<file path="src/rtl/core/wpsc_pkg.sv">
// Package for the waypoint PI steering controller: field widths, phase and
// event codes, register indexes and the CORDIC arctangent table.
// Used by the controller core and its port checker.
`timescale 1ns / 1ps

package wpsc_pkg;

    // Controller phase codes.
    typedef enum logic [1:0] {
        PH_IDLE  = 2'd0,
        PH_DRIVE = 2'd1,
        PH_TURN  = 2'd2
    } phase_t;

    // Event codes carried on the result tuser.
    localparam logic [1:0] EV_RUN  = 2'd0;
    localparam logic [1:0] EV_POS  = 2'd1;
    localparam logic [1:0] EV_HEAD = 2'd2;

    // Configuration register indexes.
    localparam logic [2:0] REG_KP_LIN  = 3'd0;
    localparam logic [2:0] REG_KP_ANG  = 3'd1;
    localparam logic [2:0] REG_KI_ANG  = 3'd2;
    localparam logic [2:0] REG_LIN_LIM = 3'd3;
    localparam logic [2:0] REG_ROT_LIM = 3'd4;
    localparam logic [2:0] REG_INT_LIM = 3'd5;
    localparam logic [2:0] REG_DIST_TH = 3'd6;
    localparam logic [2:0] REG_ANG_TH  = 3'd7;

    // Packed widths of the stream payloads.
    localparam int S_DATA_W = 96;
    localparam int M_DATA_W = 24;

    // Pi in units of 2^-16 mrad.
    localparam logic signed [30:0] PI_Q16 = 31'sd205887416;

    // Number of square root digit steps for a 34-bit radicand.
    localparam int SQRT_STEPS = 17;

    // Arctangent of 2^-i in units of 2^-16 mrad.
    function automatic logic [26:0] atan_entry(input logic [4:0] idx);
        logic [26:0] v;
        case (idx)
            5'd0:  v = 27'd51471854;
            5'd1:  v = 27'd30385610;
            5'd2:  v = 27'd16054922;
            5'd3:  v = 27'd8149729;
            5'd4:  v = 27'd4090679;
            5'd5:  v = 27'd2047334;
            5'd6:  v = 27'd1023917;
            5'd7:  v = 27'd511990;
            5'd8:  v = 27'd255999;
            5'd9:  v = 27'd128000;
            5'd10: v = 27'd64000;
            5'd11: v = 27'd32000;
            5'd12: v = 27'd16000;
            5'd13: v = 27'd8000;
            5'd14: v = 27'd4000;
            5'd15: v = 27'd2000;
            5'd16: v = 27'd1000;
            5'd17: v = 27'd500;
            5'd18: v = 27'd250;
            5'd19: v = 27'd125;
            5'd20: v = 27'd62;
            5'd21: v = 27'd31;
            5'd22: v = 27'd16;
            5'd23: v = 27'd8;
            default: v = 27'd0;
        endcase
        return v;
    endfunction

endpackage

</file>
<file path="src/rtl/core/waypoint_pi_steering_controller_unit.sv">
// Waypoint PI steering controller: iterative CORDIC bearing, digit-serial
// square root and a shared 18x18 multiplier under one sequencer.
// Depends on wpsc_pkg.
`timescale 1ns / 1ps
//
// Usage. One request on the s_ channel is one control tick: the pose and the
// target waypoint in tdata, the start flag in tuser. The block answers with
// zero, one or two results on the m_ channel (speeds in tdata, phase event in
// tuser, tlast on the last result of the tick). A start request enters the
// drive phase with the integrator cleared. A tick while idle and without the
// start flag gives no result.
// A drive tick runs the CORDIC iterations and the 17 square root digit steps
// side by side before its first result; a turn tick goes straight to the
// gain products.
// Squares and gain products pass through one shared multiplier, one
// product per cycle. The block takes one request at a time: s_tready is high
// only while the sequencer is idle, so the next request waits until every
// result of the tick has been taken.
// A stalled receiver holds the result in its register until m_tready.
// Configuration writes on the cfg_ channel are always taken; cfg_ready is tied high.
// Reset (aresetn low, synchronous) restores the register defaults, the idle
// phase and a zero integrator.

module waypoint_pi_steering_controller_unit #(
    parameter int CORDIC_STEPS = 16
) (
    input  logic        aclk,
    input  logic        aresetn,
    // Tick request. tdata from bit 0: pose_x(16), pose_y(16), pose_heading(13),
    // target_x(16), target_y(16), target_yaw(13), zero fill(6).
    input  logic        s_tvalid,
    output logic        s_tready,
    input  logic [95:0] s_tdata,
    input  logic [0:0]  s_tuser,       // start_req
    // Results. tdata from bit 0: linear_speed(10), angular_speed(13), zero(1).
    output logic        m_tvalid,
    input  logic        m_tready,
    output logic [23:0] m_tdata,
    output logic [1:0]  m_tuser,       // phase_event
    output logic        m_tlast,
    // Configuration writes.
    input  logic        cfg_valid,
    output logic        cfg_ready,
    input  logic [2:0]  cfg_index,
    input  logic [11:0] cfg_data
);

    localparam int ITER_N = (CORDIC_STEPS > wpsc_pkg::SQRT_STEPS) ?
                            CORDIC_STEPS : wpsc_pkg::SQRT_STEPS;
    localparam int CW = $clog2(ITER_N);

    typedef enum logic [3:0] {
        S_IDLE, S_SQX, S_SQY, S_SUM, S_ITER, S_FIN, S_KI, S_KP, S_LIN, S_LOUT,
        S_OUT0, S_OUT1
    } state_t;

    state_t state_reg;
    wpsc_pkg::phase_t phase_reg;

    // Configuration registers.
    logic [11:0] kp_lin_reg, kp_ang_reg, ki_ang_reg, rot_lim_reg, int_lim_reg;
    logic [11:0] ang_th_reg;
    logic [9:0]  lin_lim_reg, dist_th_reg;

    // Datapath registers.
    logic signed [16:0] dx_reg, dy_reg;
    logic signed [27:0] x_reg, y_reg;
    logic signed [30:0] z_reg;
    logic               zero_reg;
    logic [33:0]        rad_reg;
    logic [18:0]        rem_reg;
    logic [16:0]        root_reg;
    logic [CW-1:0]      cnt_reg;
    logic signed [15:0] err_reg;
    logic signed [12:0] integ_reg;
    logic signed [12:0] ang_reg;
    logic               done_reg;
    logic signed [35:0] mul_reg;

    // Input field views.
    logic signed [15:0] in_px, in_py, in_tx, in_ty;
    logic signed [12:0] in_ph, in_tyaw;
    assign in_px   = s_tdata[15:0];
    assign in_py   = s_tdata[31:16];
    assign in_ph   = s_tdata[44:32];
    assign in_tx   = s_tdata[60:45];
    assign in_ty   = s_tdata[76:61];
    assign in_tyaw = s_tdata[89:77];

    logic signed [12:0] ph_reg;

    assign s_tready  = (state_reg == S_IDLE);
    assign cfg_ready = 1'b1;

    // Request decode: start flag, then phase, decides the path.
    logic               start;
    logic signed [16:0] dx_in, dy_in;
    logic signed [27:0] x_in, y_in;
    logic signed [15:0] turn_err_raw, turn_err;
    assign start = s_tuser[0];
    assign dx_in = 17'(in_tx) - 17'(in_px);
    assign dy_in = 17'(in_ty) - 17'(in_py);
    assign x_in  = {{3{dx_in[16]}}, dx_in, 8'd0};
    assign y_in  = {{3{dy_in[16]}}, dy_in, 8'd0};
    assign turn_err_raw = 16'(in_tyaw) - 16'(in_ph);

    function automatic logic signed [15:0] wrap(input logic signed [15:0] e);
        logic signed [15:0] r;
        if (e > 16'sd3141)       r = e - 16'sd6283;
        else if (e < -16'sd3141) r = e + 16'sd6283;
        else                     r = e;
        return r;
    endfunction

    assign turn_err = wrap(turn_err_raw);

    // Shared multiplier operand select.
    logic signed [17:0] mul_a, mul_b;
    always_comb begin
        case (state_reg)
            S_SQX: begin
                mul_a = 18'(dx_reg);
                mul_b = 18'(dx_reg);
            end
            S_SQY: begin
                mul_a = 18'(dy_reg);
                mul_b = 18'(dy_reg);
            end
            S_KI: begin
                mul_a = $signed({6'd0, ki_ang_reg});
                mul_b = 18'(err_reg);
            end
            S_KP: begin
                mul_a = $signed({6'd0, kp_ang_reg});
                mul_b = 18'(err_reg);
            end
            S_LIN: begin
                mul_a = $signed({6'd0, kp_lin_reg});
                mul_b = $signed({1'b0, root_reg});
            end
            default: begin
                mul_a = '0;
                mul_b = '0;
            end
        endcase
    end

    // One CORDIC vectoring step.
    logic signed [27:0] xs, ys, x_next, y_next;
    logic signed [30:0] z_next, atan_v;
    assign xs     = x_reg >>> cnt_reg;
    assign ys     = y_reg >>> cnt_reg;
    assign atan_v = $signed({4'd0, wpsc_pkg::atan_entry(cnt_reg[4:0])});
    always_comb begin
        if (y_reg > 28'sd0) begin
            x_next = x_reg + ys;
            y_next = y_reg - xs;
            z_next = z_reg + atan_v;
        end else begin
            x_next = x_reg - ys;
            y_next = y_reg + xs;
            z_next = z_reg - atan_v;
        end
    end

    // One square root digit step.
    logic [20:0] rem_sh, trial;
    logic [18:0] rem_next;
    logic [16:0] root_next;
    assign rem_sh = {rem_reg, rad_reg[33:32]};
    assign trial  = {2'd0, root_reg, 2'b01};
    always_comb begin
        if (rem_sh >= trial) begin
            rem_next  = 19'(rem_sh - trial);
            root_next = {root_reg[15:0], 1'b1};
        end else begin
            rem_next  = rem_sh[18:0];
            root_next = {root_reg[15:0], 1'b0};
        end
    end

    // Bearing rounded to mrad and the heading error.
    logic signed [30:0] z_round;
    logic signed [15:0] bear, drive_err;
    assign z_round   = z_reg + 31'sd32768;
    assign bear      = zero_reg ? 16'sd0 : 16'($signed(z_round[30:16]));
    assign drive_err = wrap(bear - 16'(ph_reg));

    // Integrator and angular command with clamps.
    logic signed [28:0] integ_sum, ang_sum, int_lim_s, rot_lim_s;
    logic signed [12:0] integ_next, ang_next;
    assign int_lim_s = $signed({17'd0, int_lim_reg});
    assign rot_lim_s = $signed({17'd0, rot_lim_reg});
    assign integ_sum = 29'($signed(mul_reg[35:8])) + 29'(integ_reg);
    assign ang_sum   = 29'($signed(mul_reg[35:8])) + 29'(integ_reg);
    always_comb begin
        if (integ_sum > int_lim_s)       integ_next = 13'(int_lim_s);
        else if (integ_sum < -int_lim_s) integ_next = 13'(-int_lim_s);
        else                             integ_next = 13'(integ_sum);
        if (ang_sum > rot_lim_s)         ang_next = 13'(rot_lim_s);
        else if (ang_sum < -rot_lim_s)   ang_next = 13'(-rot_lim_s);
        else                             ang_next = 13'(ang_sum);
    end

    // Linear command clamp and turn arrival test.
    logic [9:0]         lin_next;
    logic signed [15:0] err_mag;
    assign lin_next = (mul_reg[35:8] > 28'(lin_lim_reg)) ? lin_lim_reg :
                      10'(mul_reg[35:8]);
    assign err_mag  = (err_reg < 16'sd0) ? -err_reg : err_reg;

    // Sequencer, state and registered outputs.
    always_ff @(posedge aclk) begin
        mul_reg <= mul_a * mul_b;
        if (!aresetn) begin
            state_reg   <= S_IDLE;
            phase_reg   <= wpsc_pkg::PH_IDLE;
            integ_reg   <= '0;
            m_tvalid    <= 1'b0;
            kp_lin_reg  <= 12'd192;
            kp_ang_reg  <= 12'd256;
            ki_ang_reg  <= 12'd13;
            lin_lim_reg <= 10'd200;
            rot_lim_reg <= 12'd300;
            int_lim_reg <= 12'd100;
            dist_th_reg <= 10'd10;
            ang_th_reg  <= 12'd17;
        end else begin
            if (cfg_valid) begin
                case (cfg_index)
                    wpsc_pkg::REG_KP_LIN:  kp_lin_reg  <= cfg_data;
                    wpsc_pkg::REG_KP_ANG:  kp_ang_reg  <= cfg_data;
                    wpsc_pkg::REG_KI_ANG:  ki_ang_reg  <= cfg_data;
                    wpsc_pkg::REG_LIN_LIM: lin_lim_reg <= cfg_data[9:0];
                    wpsc_pkg::REG_ROT_LIM: rot_lim_reg <= cfg_data;
                    wpsc_pkg::REG_INT_LIM: int_lim_reg <= cfg_data;
                    wpsc_pkg::REG_DIST_TH: dist_th_reg <= cfg_data[9:0];
                    wpsc_pkg::REG_ANG_TH:  ang_th_reg  <= cfg_data;
                    default: ;
                endcase
            end
            case (state_reg)
                S_IDLE: begin
                    if (s_tvalid) begin
                        dx_reg   <= dx_in;
                        dy_reg   <= dy_in;
                        ph_reg   <= in_ph;
                        zero_reg <= (dx_in == 17'sd0) && (dy_in == 17'sd0);
                        err_reg  <= turn_err;
                        if (x_in < 28'sd0) begin
                            x_reg <= -x_in;
                            y_reg <= -y_in;
                            z_reg <= (y_in >= 28'sd0) ? wpsc_pkg::PI_Q16 :
                                     -wpsc_pkg::PI_Q16;
                        end else begin
                            x_reg <= x_in;
                            y_reg <= y_in;
                            z_reg <= '0;
                        end
                        if (start) begin
                            phase_reg <= wpsc_pkg::PH_DRIVE;
                            integ_reg <= '0;
                            state_reg <= S_SQX;
                        end else if (phase_reg == wpsc_pkg::PH_DRIVE) begin
                            state_reg <= S_SQX;
                        end else if (phase_reg == wpsc_pkg::PH_TURN) begin
                            state_reg <= S_KI;
                        end
                    end
                end
                S_SQX: state_reg <= S_SQY;
                S_SQY: begin
                    rad_reg   <= mul_reg[33:0];
                    state_reg <= S_SUM;
                end
                S_SUM: begin
                    rad_reg   <= rad_reg + mul_reg[33:0];
                    rem_reg   <= '0;
                    root_reg  <= '0;
                    cnt_reg   <= '0;
                    state_reg <= S_ITER;
                end
                S_ITER: begin
                    if (32'(cnt_reg) < CORDIC_STEPS) begin
                        x_reg <= x_next;
                        y_reg <= y_next;
                        z_reg <= z_next;
                    end
                    if (32'(cnt_reg) < wpsc_pkg::SQRT_STEPS) begin
                        rem_reg  <= rem_next;
                        root_reg <= root_next;
                        rad_reg  <= {rad_reg[31:0], 2'b00};
                    end
                    if (32'(cnt_reg) == ITER_N - 1) state_reg <= S_FIN;
                    cnt_reg <= cnt_reg + 1'b1;
                end
                S_FIN: begin
                    err_reg   <= drive_err;
                    state_reg <= S_KI;
                end
                S_KI: begin
                    if (phase_reg == wpsc_pkg::PH_DRIVE) begin
                        done_reg <= (root_reg <= 17'(dist_th_reg));
                    end else begin
                        done_reg <= (err_mag <= 16'(ang_th_reg));
                    end
                    state_reg <= S_KP;
                end
                S_KP: begin
                    integ_reg <= integ_next;
                    state_reg <= S_LIN;
                end
                S_LIN: begin
                    ang_reg   <= ang_next;
                    state_reg <= S_LOUT;
                end
                S_LOUT: begin
                    m_tdata   <= {1'b0, ang_reg,
                                  (phase_reg == wpsc_pkg::PH_DRIVE) ? lin_next : 10'd0};
                    m_tuser   <= wpsc_pkg::EV_RUN;
                    m_tlast   <= !done_reg;
                    m_tvalid  <= 1'b1;
                    state_reg <= S_OUT0;
                end
                S_OUT0: begin
                    if (m_tready) begin
                        if (done_reg) begin
                            if (phase_reg == wpsc_pkg::PH_DRIVE) begin
                                m_tdata   <= '0;
                                m_tuser   <= wpsc_pkg::EV_POS;
                                phase_reg <= wpsc_pkg::PH_TURN;
                                integ_reg <= '0;
                            end else begin
                                m_tdata   <= {14'd0, lin_lim_reg};
                                m_tuser   <= wpsc_pkg::EV_HEAD;
                                phase_reg <= wpsc_pkg::PH_IDLE;
                            end
                            m_tlast   <= 1'b1;
                            state_reg <= S_OUT1;
                        end else begin
                            m_tvalid  <= 1'b0;
                            state_reg <= S_IDLE;
                        end
                    end
                end
                S_OUT1: begin
                    if (m_tready) begin
                        m_tvalid  <= 1'b0;
                        state_reg <= S_IDLE;
                    end
                end
                default: state_reg <= S_IDLE;
            endcase
        end
    end

endmodule

</file>
<file path="config.mk">
export PLATFORM = sky130hd
export DESIGN_NAME = waypoint_pi_steering_controller_unit
export DESIGN_NICKNAME = d
export VERILOG_FILES = /design/src/rtl/core/wpsc_pkg.sv /design/src/rtl/core/waypoint_pi_steering_controller_unit.sv
export SDC_FILE = /design/constraint.sdc
export NUM_CORES = 2
export LEC_CHECK = 0
export ABC_AREA = 1
export BUFFER_PORTS_ARGS = -buffer_cell sky130_fd_sc_hd__clkbuf_2
export CAP_MARGIN = 15
export CORE_MARGIN = 2
export CORE_UTILIZATION = 35
export DETAILED_ROUTE_END_ITERATION = 12
export PLACE_DENSITY = 0.53
export RECOVER_POWER = 50
export REMOVE_ABC_BUFFERS = 1
export SYNTH_ARGS = -nofsm -noshare
export SYNTH_HDL_FRONTEND = slang
export SYNTH_SLANG_ARGS = --single-unit
</file>
<file path="constraint.sdc">
create_clock -name aclk -period 12.4 [get_ports aclk]
set_input_delay 3.1 -clock aclk [delete_from_list [all_inputs] [get_ports aclk]]
set_output_delay 3.1 -clock aclk [all_outputs]
set_load 0.05 [all_outputs]
</file>
Word level (Yosys, flattened, before mapping)
Memory sizes are Yosys's and may differ from the RTL's. A register that Yosys moved wholly into a read port is not among the register bits.
Cells that the tools add are included.
{"block": "totals", "ff_bits": 415, "romBits": 832, "wordCells": 224, "mem_count": 1}
{"block": "op_classes", "addsub": 24, "n_mul": 1, "order_cmp": 18, "eq_ne": 32, "shift": 2, "muxes": 79, "reduce_logical": 36}
{"name": "(no name shown)", "depth": 32, "width": 26, "read_ports": 1, "rd_clocked_by_memory_dff": 1, "wr": 0, "line": "wpsc_pkg.sv:43", "source": "case (idx)"}
{"op": "$mux W28", "n": 8}
{"op": "$mux W31", "n": 5}
{"op": "$mux W16", "n": 7}
{"op": "$pmux W28 S2", "n": 2}
{"op": "$mux W13", "n": 8}
{"op": "$pmux W34 S3", "n": 1}
{"op": "$pmux W18 S5", "n": 1}
{"op": "$pmux W18 S4", "n": 1}
{"op": "$pmux W31 S2", "n": 1}
{"op": "$gt A29 B13 Y1", "n": 2}
{"op": "$lt A29 B29 Y1", "n": 2}
{"op": "$neg A12 Y29", "n": 2}
{"op": "$add A28 B28 Y28", "n": 2}
{"op": "$neg A25 Y28", "n": 2}
{"op": "$sshr A28 B5 Y28", "n": 2}
{"op": "$sub A28 B28 Y28", "n": 2}
{"op": "$mux W24", "n": 2}
{"op": "$pmux W24 S2", "n": 1}
{"op": "$pmux W4 S12", "n": 1}
{"op": "$pmux W13 S3", "n": 1}
{"op": "$mux W19", "n": 2}
{"op": "$pmux W19 S2", "n": 1}
{"op": "$mul A18 B18 Y36", "n": 1}
{"op": "$add A34 B34 Y34", "n": 1}
{"op": "other kinds (67)", "n": 134}

Logic depth before layout (Yosys ltp)
{"block": "depth", "depth_word": 7, "mapped_depth": 37, "ltp_nobuf": 35}

Worst setup path before layout
Ideal clock, no wire load.
{"block": "synth_path", "path_type": "input port to flip-flop", "startpoint": "in aresetn", "endpoint": "reg x_reg[0], enable pin", "setup_ps": 640, "arrival_ps": 9367, "t_required_ps": 11760, "path_slack_ps": 2394, "stages": 3, "path_buffers": 1, "cell_sequence": "clkbuf_1 inv_2 nor3_1"}
{"block": "synth_between", "elab_chain_len": 1}
{"element": "start: declaration", "line": "waypoint_pi_steering_controller_unit.sv:28", "source": "input logic aresetn,"}
{"element": "$reduce_and A4 Y1 (no source line)"}
{"element": "end signal: assignment", "line": "waypoint_pi_steering_controller_unit.sv:251", "source": "x_reg <= -x_in;"}
{"element": "end signal: assignment", "line": "waypoint_pi_steering_controller_unit.sv:256", "source": "x_reg <= x_in;"}
{"element": "end signal: assignment", "line": "waypoint_pi_steering_controller_unit.sv:285", "source": "x_reg <= x_next;"}
{"element": "end: declaration", "line": "waypoint_pi_steering_controller_unit.sv:67", "source": "logic signed [27:0] x_reg, y_reg;"}
Every way passes these cells.
A chain may end at the register's enable or synchronous reset.

Final worst setup path
{"block": "layout_path", "startpoint": "reg state_reg[1]", "endpoint": "reg mul_reg[34]"}
{"block": "layout_between", "elab_chain_len": 4, "word_cells_on_any_way": 9, "classes_between": "mul (1); eq/ne (5); mux (2); reduce/logical (1)"}
{"element": "start: declaration", "line": "waypoint_pi_steering_controller_unit.sv:57", "source": "state_t state_reg;"}
{"element": "start signal: assignment", "line": "waypoint_pi_steering_controller_unit.sv:216", "source": "state_reg <= S_IDLE;"}
{"element": "start signal: assignment", "line": "waypoint_pi_steering_controller_unit.sv:263", "source": "state_reg <= S_SQX;"}
{"element": "start signal: assignment", "line": "waypoint_pi_steering_controller_unit.sv:265", "source": "state_reg <= S_SQX;"}
{"element": "$eq A4 B3 Y1", "line": "waypoint_pi_steering_controller_unit.sv:120", "source": "case (state_reg)"}
{"element": "$reduce_or A2 Y1 (no source line)"}
{"element": "$pmux W18 S4", "line": "waypoint_pi_steering_controller_unit.sv:120"}
{"element": "$mul A18 B18 Y36 *", "line": "waypoint_pi_steering_controller_unit.sv:214", "source": "mul_reg <= mul_a * mul_b;"}
{"element": "end signal: assignment", "line": "waypoint_pi_steering_controller_unit.sv:214"}
{"element": "end: declaration", "line": "waypoint_pi_steering_controller_unit.sv:78", "source": "logic signed [35:0] mul_reg;"}
Every way passes the cells marked *; elsewhere a longest branch is shown, timed or not.

==> impl_metrics.csv <==
group,metric,value,unit
sta,drv_slew,451,
synthesis,synth-edff-count,266,
route,wire_per_inst,17.5,µm
sta,max_slew_margin,-189,%
synthesis,synth-async-reset-ratio,0,%
route,vias_per_cell,5.10,
synthesis,ys_warn_count,0,
critical_path,worstPathMaxFanout,18,
die,start_util,35.3,%
sta,min_period,8.90,ns
route,vias,48613,
finish,seq_area,0.0115,mm²
clock_tree,clk_path_buf_depth,3,
route,route.detailed.drc,0,
die,rows,141,
critical_path,worst_path_largest_cell_delay,0.60,ns
clock_tree,cts-resized-gates,0,
global_routing,grt_pass1_wl,261,mm
placed_design,placed_area,0.0549,mm²
finish,multi_input_area,0.0353,mm²
pwr,vdd_drop_max,0.153,mV
synthesis,ys_types,75,
clock_tree,cts-root-buf,"clkbuf_16",
run,maxCapViolCount,9,
critical_path,cp.arrival,9.45,ns
global_routing,grt_max_degree,94,
clock_tree,cts.sinks,440,
placed_design,dp_hpwl,135,mm
clock_tree,cts_tree,"yes",
clock_tree,clk_pin_slew,0.06,ns
die,die_height,390,µm
finish,drive_above_1_share,4.43,%
status,violations,"max-capacitance violations, max-slew violations",
clock_tree,clk_latency,0.69,ns
clock_tree,post_cts_buffers,0,
critical_path,worst_setup_path_start_kind,"register",
finish,nNetsFinal,8458,
status,status,"finished, violations left",
synthesis,ys_ff_latch,440,
synthesis,ys_seq_area_share,22.0,%
die,dieArea,0.152,mm²
sta,tightest_slew,4.34,ns
pwr,powerDensity,222,mW/mm²
route,wl,167,mm
critical_path,cp_slowest_cell,"clkinv_1",
finish,nFillCells,15714,
sta,post-route-period-util,71.7,%
clock_tree,cts-buffers-inserted,55,
sta,timing.fmax,112,MHz
route,antenna_left,0,
critical_path,endpoint_kind,"register",
synthesis,syn_avg_cell_area,6.96,µm²
global_routing,antenna_found_initial,2,
pwr,p_total,12.6,mW
pwr,p_leak,27.9,nW
placed_design,gp_congestion,0.948,
sta,worst_clock_skew,0.0336,ns
sta,tns,0,ns
die,die_w,390,µm
route,drt_first_pass_iters,6,
clock_tree,htreeDepth,2,
finish,largest_reg_flops,36,
finish,finalInstanceArea,0.0569,mm²
placed_design,dp_cells,9431,
global_routing,grt_overflow_total,0,
critical_path,crit_type,"register to register",
min_path,hold_path.class,"register to register",
sta,finalHoldViolCount,0,
critical_path,cp.required,12.96,ns
sta,rsz0062_at_grt,"no",
route,drt-initial-drc-count,3581,
global_routing,grt_pass1_vias,46921,
die,io_pins,147,
clock_tree,cts_hold_buffers,0,
die,core_area,0.148,mm²
global_routing,grtUsageTotal,21.6,%
sta,setup_violations,0,
placed_design,port_buffers,138,
synthesis,syn_inst,7504,
synthesis,syn_area,0.0522,mm²
synthesis,ys.flop_type,"edfxtp_1",
finish,syn_to_final_growth,8.86,%
finish,instances_no_fill,9537,
==> area by class of cell <==
type | instances | share of cell area (%)
Antenna cell | 1 | 0.00440
Tap cell | 1930 | 4.25
Multi-Input combinational cell | 5621 | 62.0
Inverter | 1256 | 8.29
Clock inverter | 33 | 0.739
Timing Repair Buffer | 185 | 1.73
Sequential cell | 440 | 20.2
Clock buffer | 71 | 2.80
==> routing by layer <==
layer	vias up	track usage, %	wire (µm)
met5	-	0	31
met4	4	6.18	4880
met3	209	2.43	7520
met2	1078	36.3	77100
met1	22869	29.1	77100
li1	24453	-	-
==> layout by cell type, fill, tap and decap left out, types with 89 or more instances in the layout <==
cell type  instances
nand2_1         1866
edfxtp_1         266
xor2_1           165
ha_1             455
a21oi_1          496
inv_1           1211
nand3_1          432
dfxtp_1          174
fa_1             327
o21ai_0          436
nor3_1           105
nor2_1           725
clkbuf_2         116
nand4_1           89
==> worst max-delay path: cells and delay by family, from the launching register on <==
family	cells	cell delay (ns)
AOI/OAI and AO/OA	8	1.66
DFF	1	0.37
xor gates and xnor gates	1	0.15
and+or+nand+nor	8	1.34
adders and majority gates	7	3.61
buffers and inverters	9	1.64
==> cells by family (layout without fill, tap and decap cells) <==
kind of cell / Yosys count / in the layout / synth area share, %
xor gates and xnor gates: 246 / 246 / 4.25
muxes: 1 / 1 / 0.0192
adders and majority gates: 782 / 782 / 23.4
DFF: 440 / 440 / 22.0
AOI/OAI and AO/OA: 1284 / 1284 / 13.7
other: 2 / 3 / 0.0144
and+or+nand+nor: 3306 / 3306 / 26.0
buffers and inverters: 1443 / 1545 / 10.6
==> synth_stat cells, types with 75 or more instances <==
master / n / area (µm²)
nor2_1: 728 / 2730
o21ai_1: 79 / 395
fa_1: 327 / 6550
inv_1: 1208 / 4530
dfxtp_1: 174 / 3480
nor3_1: 105 / 526
nand2_1: 1866 / 7000
o21ai_0: 433 / 2170
clkbuf_1: 122 / 458
nand3_1: 432 / 2160
nand4_1: 89 / 557
xnor2_1: 75 / 657
xor2_1: 165 / 1450
edfxtp_1: 266 / 7990
ha_1: 455 / 5690
a21oi_1: 496 / 2480
==> power breakdown <==
group / total, mW / leakage, nW / switching [mW] / internal, mW
clock network: 1.78 / 0.987 / 0.724 / 1.06
registers: 2.37 / 3.91 / 0.344 / 2.03
logic: 8.45 / 23.0 / 5.66 / 2.80
==> through the flow <==
stage               hold slack (ns)  worst slack, ns  utilization (%)
detailed placement            0.448             3.50             37.1
global route                  0.487             2.96             38.4
finish                        0.462             3.50             38.4
floorplan                     0.429             2.56                -
CTS                           0.463             3.47             38.5
global placement              0.440             3.50             37.1
==> final timing paths <==
kind            startpoint       endpoint  slack [ns]  cells after the start
min reg2reg  kp_lin_reg[7]  kp_lin_reg[7]        0.46                      2
max           state_reg[1]    mul_reg[34]        3.50                     33
min          kp_lin_reg[7]  kp_lin_reg[7]        0.46                      2
max reg2reg   state_reg[1]    mul_reg[34]        3.50                     33
Note: power is estimated with default switching activity, not from simulation.
